$ cat src/rtl/core/gsct_pkg.sv
`timescale 1ns / 1ps

package gsct_pkg;

   localparam int CORDIC_STAGES = 24;
   localparam int SQRT_STAGES   = 32;
   // input reg, 3 angle conversion, init, rotation chain, sincos, 2 product,
   // vector init, root chain, half-angle chain, scale, output
   localparam int LATENCY       = 43 + 2 * CORDIC_STAGES;

   localparam logic signed [63:0] GAIN_Q30  = 64'sd652032874;
   localparam logic signed [63:0] ONE_Q30   = 64'sd1073741824;
   localparam logic [31:0]        QUARTER   = 32'h4000_0000;
   localparam logic [31:0]        HALF_TURN = 32'h8000_0000;
   localparam logic [16:0]        FULL_CDEG = 17'd36000;
   localparam logic [30:0]        ARC_SCALE = 31'd1280965555;

   localparam logic [31:0] ATAN_TAB [32] = '{
      32'h20000000, 32'h12E4051E, 32'h09FB385B, 32'h051111D4, 32'h028B0D43,
      32'h0145D7E1, 32'h00A2F61E, 32'h00517C55, 32'h0028BE53, 32'h00145F2F,
      32'h000A2F98, 32'h000517CC, 32'h00028BE6, 32'h000145F3, 32'h0000A2F9,
      32'h0000517C, 32'h000028BE, 32'h0000145F, 32'h00000A2F, 32'h00000517,
      32'h0000028B, 32'h00000145, 32'h000000A2, 32'h00000051, 32'h00000028,
      32'h00000014, 32'h0000000A, 32'h00000005, 32'h00000002, 32'h00000001,
      32'h00000000, 32'h00000000
   };

   typedef enum logic [2:0] {
      CSR_CENTER_LAT     = 3'd0,
      CSR_CENTER_LON     = 3'd1,
      CSR_RADIUS_M       = 3'd2,
      CSR_START_ANGLE    = 3'd3,
      CSR_END_ANGLE      = 3'd4,
      CSR_HEADING_OFFSET = 3'd5,
      CSR_SECTOR_MODE    = 3'd6
   } csr_index_type;

   typedef struct packed {
      logic signed [30:0] point_lat;
      logic signed [31:0] point_lon;
   } req_data_type;

   typedef struct packed {
      logic [24:0] range_m;
      logic [15:0] bearing_cdeg;
      logic        in_circle;
      logic        in_sector;
   } rsp_data_type;

   typedef struct packed {
      logic signed [63:0] x;
      logic signed [63:0] y;
      logic signed [33:0] z;
   } cordic_type;

   typedef struct packed {
      logic [63:0] rem;
      logic [63:0] root;
   } sqrt_type;

endpackage

$ cat src/rtl/core/gsct_bin.sv
`timescale 1ns / 1ps

// 1e-7 degree to binary angle, round(v * 2^32 / 3.6e9), three stages
module gsct_bin import gsct_pkg::*; (
   input  logic               clock,
   input  logic signed [31:0] value,
   output logic [31:0]        angle
);

   localparam logic [64:0] RECIP  = 65'd5124095576;
   localparam logic [63:0] TURN   = 64'd3600000000;
   localparam logic [63:0] HALF_T = 64'd1800000000;

   logic        neg1_ff, neg1_in, neg2_ff;
   logic [31:0] mag1_ff, mag1_in;
   logic [31:0] q01_ff, q01_in, q02_ff;
   logic [33:0] rem2_ff, rem2_in;
   logic [31:0] angle_ff, angle_in;
   logic [64:0] prod;
   logic [63:0] num;
   logic [63:0] rem;
   logic [31:0] q;

   always_comb begin
      neg1_in = value[31];
      mag1_in = neg1_in ? 32'(-value) : 32'(value);
      prod    = 65'(mag1_in) * RECIP;
      q01_in  = prod[63:32];
   end

   always_comb begin
      num     = {mag1_ff, 32'b0} + HALF_T;
      rem     = num - 64'(q01_ff) * TURN;
      rem2_in = rem[33:0];
   end

   // estimate is low by at most two
   always_comb begin
      if (64'(rem2_ff) >= 2 * TURN) begin
         q = q02_ff + 32'd2;
      end else if (64'(rem2_ff) >= TURN) begin
         q = q02_ff + 32'd1;
      end else begin
         q = q02_ff;
      end
      angle_in = neg2_ff ? 32'(32'd0 - q) : q;
   end

   always_ff @(posedge clock) begin
      neg1_ff  <= neg1_in;
      mag1_ff  <= mag1_in;
      q01_ff   <= q01_in;
      neg2_ff  <= neg1_ff;
      q02_ff   <= q01_ff;
      rem2_ff  <= rem2_in;
      angle_ff <= angle_in;
   end

   assign angle = angle_ff;

endmodule

$ cat config.mk
export PLATFORM = sky130hd
export DESIGN_NAME = gsct_bin
export DESIGN_NICKNAME = d
export VERILOG_FILES = /design/src/rtl/core/gsct_pkg.sv /design/src/rtl/core/gsct_bin.sv
export SDC_FILE = /design/constraint.sdc
export NUM_CORES = 2
export LEC_CHECK = 0
export ABC_AREA = 1
export BUFFER_PORTS_ARGS = -buffer_cell sky130_fd_sc_hd__buf_4
export CORE_UTILIZATION = 40
export DETAILED_ROUTE_END_ITERATION = 10
export GPL_TIMING_DRIVEN = 0
export MAX_ROUTING_LAYER = met4
export PLACE_DENSITY = 0.54
export SYNTH_ARGS = -nofsm -noshare
export SYNTH_HDL_FRONTEND = slang
export SYNTH_SLANG_ARGS = --single-unit
$ cat constraint.sdc
create_clock -name clock -period 11.4 [get_ports clock]
set_clock_uncertainty 0.05 [all_clocks]
set_input_delay 1.71 -clock clock [delete_from_list [all_inputs] [get_ports clock]]
set_output_delay 1.71 -clock clock [all_outputs]
set_load 0.01 [all_outputs]
==> results.cfg <==
[floorplan]
die_h_um = 278
initial_utilization = 0.408
die_area_um2 = 77500
fp-row-count = 100
num_io_pins = 65
core_area_um2 = 74900
die_w_um = 278

[critical_path]
cp.arrival_ps = 11120
rr_endpoint = rem2_ff[33]
critPathMaxFanout = 13
r2r_start = q01_ff[0]
endpoint = q01_ff[24]
endpoint_kind = register
cpPeakStageDelay_ps = 1080
start_kind = input pin
cp_num_cells = 37
path_delay_family = adder cells
crit_required_ps = 11680
rr_worst_depth = 29
critPathKind = input pin to register
critPathSlowestCell = xor2_1
r2r_slack_ps = 4720
crit_path_start = value[0]
worst-path-buf-inv = 8

[timing]
setup_viol = 0
whs_ps = 276
fin_crit_ps = 10840
hold_viol = 0
worstMarginPinSlew_ps = 1380
slew_viol_final = 0
finalCritPeriodShare = 0.951
relSlewSlack = 0.0765
fmax_mhz = 92.2

[logic_synthesis]
synth_area_leaders = fa_1 32%, ha_1 20%, inv_1 13%
ys_ff_latch = 123
synth_edf_count = 0
synth_cell_types = 47
syn_inst = 3811
syn_nets = 4813
synth_warnings = 0
synth_area_leader_cell = fa_1
yosysTopAreaCellShare = 0.321
avgSynthCellArea_um2 = 8.01
synth_flop_cell = dfxtp_1
synthArstFlopShare = 0
synth-seq-area-share = 0.0806
syn_area_um2 = 30500

[drt]
dr.pass1.iters = 6
viasPerCell = 4.81
post_drt_wl_per_cell_um = 18.1
ant_nets = 0
finalWirelength_um = 88600
vias = 23500
drt_iter0_markers = 1232
drc = 0

[cts]
cts_hold_buf = 0
cts_resized = 2
ctsHtreeMaxLevel = 4
cts_num_sinks = 123
cts_buffers = 17
clock_insertion_delay_worst_skew_ps = 440
cts_setup_buffers = 0
clockBufferDepth = 2
cts.clk_slew.worst_paths_ps = 60
cts_tree = yes
root_buffer = clkbuf_16

[global_route]
grt_use_total = 0.243
overflow = 0
first_global_vias = 24100
grt_max_degree = 17
antenna_found_initial = 1
grt_pass1_wl_um = 138000

[hold_path]
hp-class = register to register
hold_start = q01_ff[27]

[finish]
fin_util = 0.441
drive_above_1_share = 0.0560
num-nets-final = 4900
final_common_cell = inv_1
final_cell_mix = 1096 x inv_1, 663 x nand2_1, 490 x fa_1, 479 x ha_1, 235 x nor2_1
diodes = 0
syn2layout_area_growth_pct = 8.16

[placed_design]
dpl.hpwl_um = 79000
port_buffers = 64
gp_congestion = 0.965

[flow_run]
max-cap-violations = 0

[run_status]
status = finished, final reports clean
==> area by class of cell <==
type | instances | area, um2
flip-flops and latches | 123 | 2460
clock buffers | 17 | 425
fillers | 7763 | 41900
clock inverters | 15 | 175
inverters | 1107 | 4160
well taps | 969 | 1210
plain buffers | 27 | 128
multi-input cells | 2554 | 23900
repair buffers | 68 | 529
==> synth_stat cells (all sizes together) (17+ instances only) <==
cell type / n
inv: 1106
nand2: 688
fa: 490
ha: 479
nor2: 264
xor2: 142
dfxtp: 123
a21oi: 111
nand3: 89
o21ai: 87
xnor2: 50
nand4: 46
a31oi: 23
nor3: 23
buf: 17
==> kinds of logic after synthesis <==
group	Yosys count	share of synthesized area
xor+xnor	192	0.0560
simple gates	1135	0.159
buf+inv	1134	0.140
fa+ha+maj	969	0.517
compound gates	258	0.0465
flops	123	0.0806
==> registers in the layout, summed over array words and instances, names as in the netlist <==
register and count:
neg2_ff 1, neg1_ff 1, angle 32, mag1_ff 2, q01_ff 32, rem2_ff 24
q02_ff 31
==> routing by layer <==
metal | GRT usage | up-vias | wire length, um
met5 | - | - | 0
met4 | 0.0531 | 0 | 1760
met3 | 0.0263 | 92 | 3720
met2 | 0.404 | 470 | 42400
met1 | 0.319 | 11400 | 40600
li1 | - | 11600 | -
==> worst min-delay path by stage <==
stage | slack (ps) | endpoint | cells after the start
final | 280 | q02_ff[27] | 0
after detailed placement | 260 | q02_ff[24] | 0
after CTS | 280 | q02_ff[24] | 0
after floorplan | 260 | neg2_ff | 0
after global placement | 260 | q02_ff[24] | 0
after global routing | 270 | q02_ff[30] | 0
==> per-stage QoR <==
| step | TNS [ps] | area [um2] | setup slack [ps] | instances |
|---|---|---|---|---|
| finish | 0 | 33000 | 556 | 4880 |
| global route | -10.2 | 33000 | -10.2 | 4880 |
| CTS | 0 | 33000 | 144 | 4880 |
| detailed placement | -13450 | 32400 | -895 | 4848 |
| global placement | -14840 | 32200 | -923 | 4844 |
| floorplan | 0 | 30500 | 1700 | 3811 |
Power is left out: the tool's default activity adds up to more than one toggle a clock period on the data nets, which glitch-free logic cannot reach.
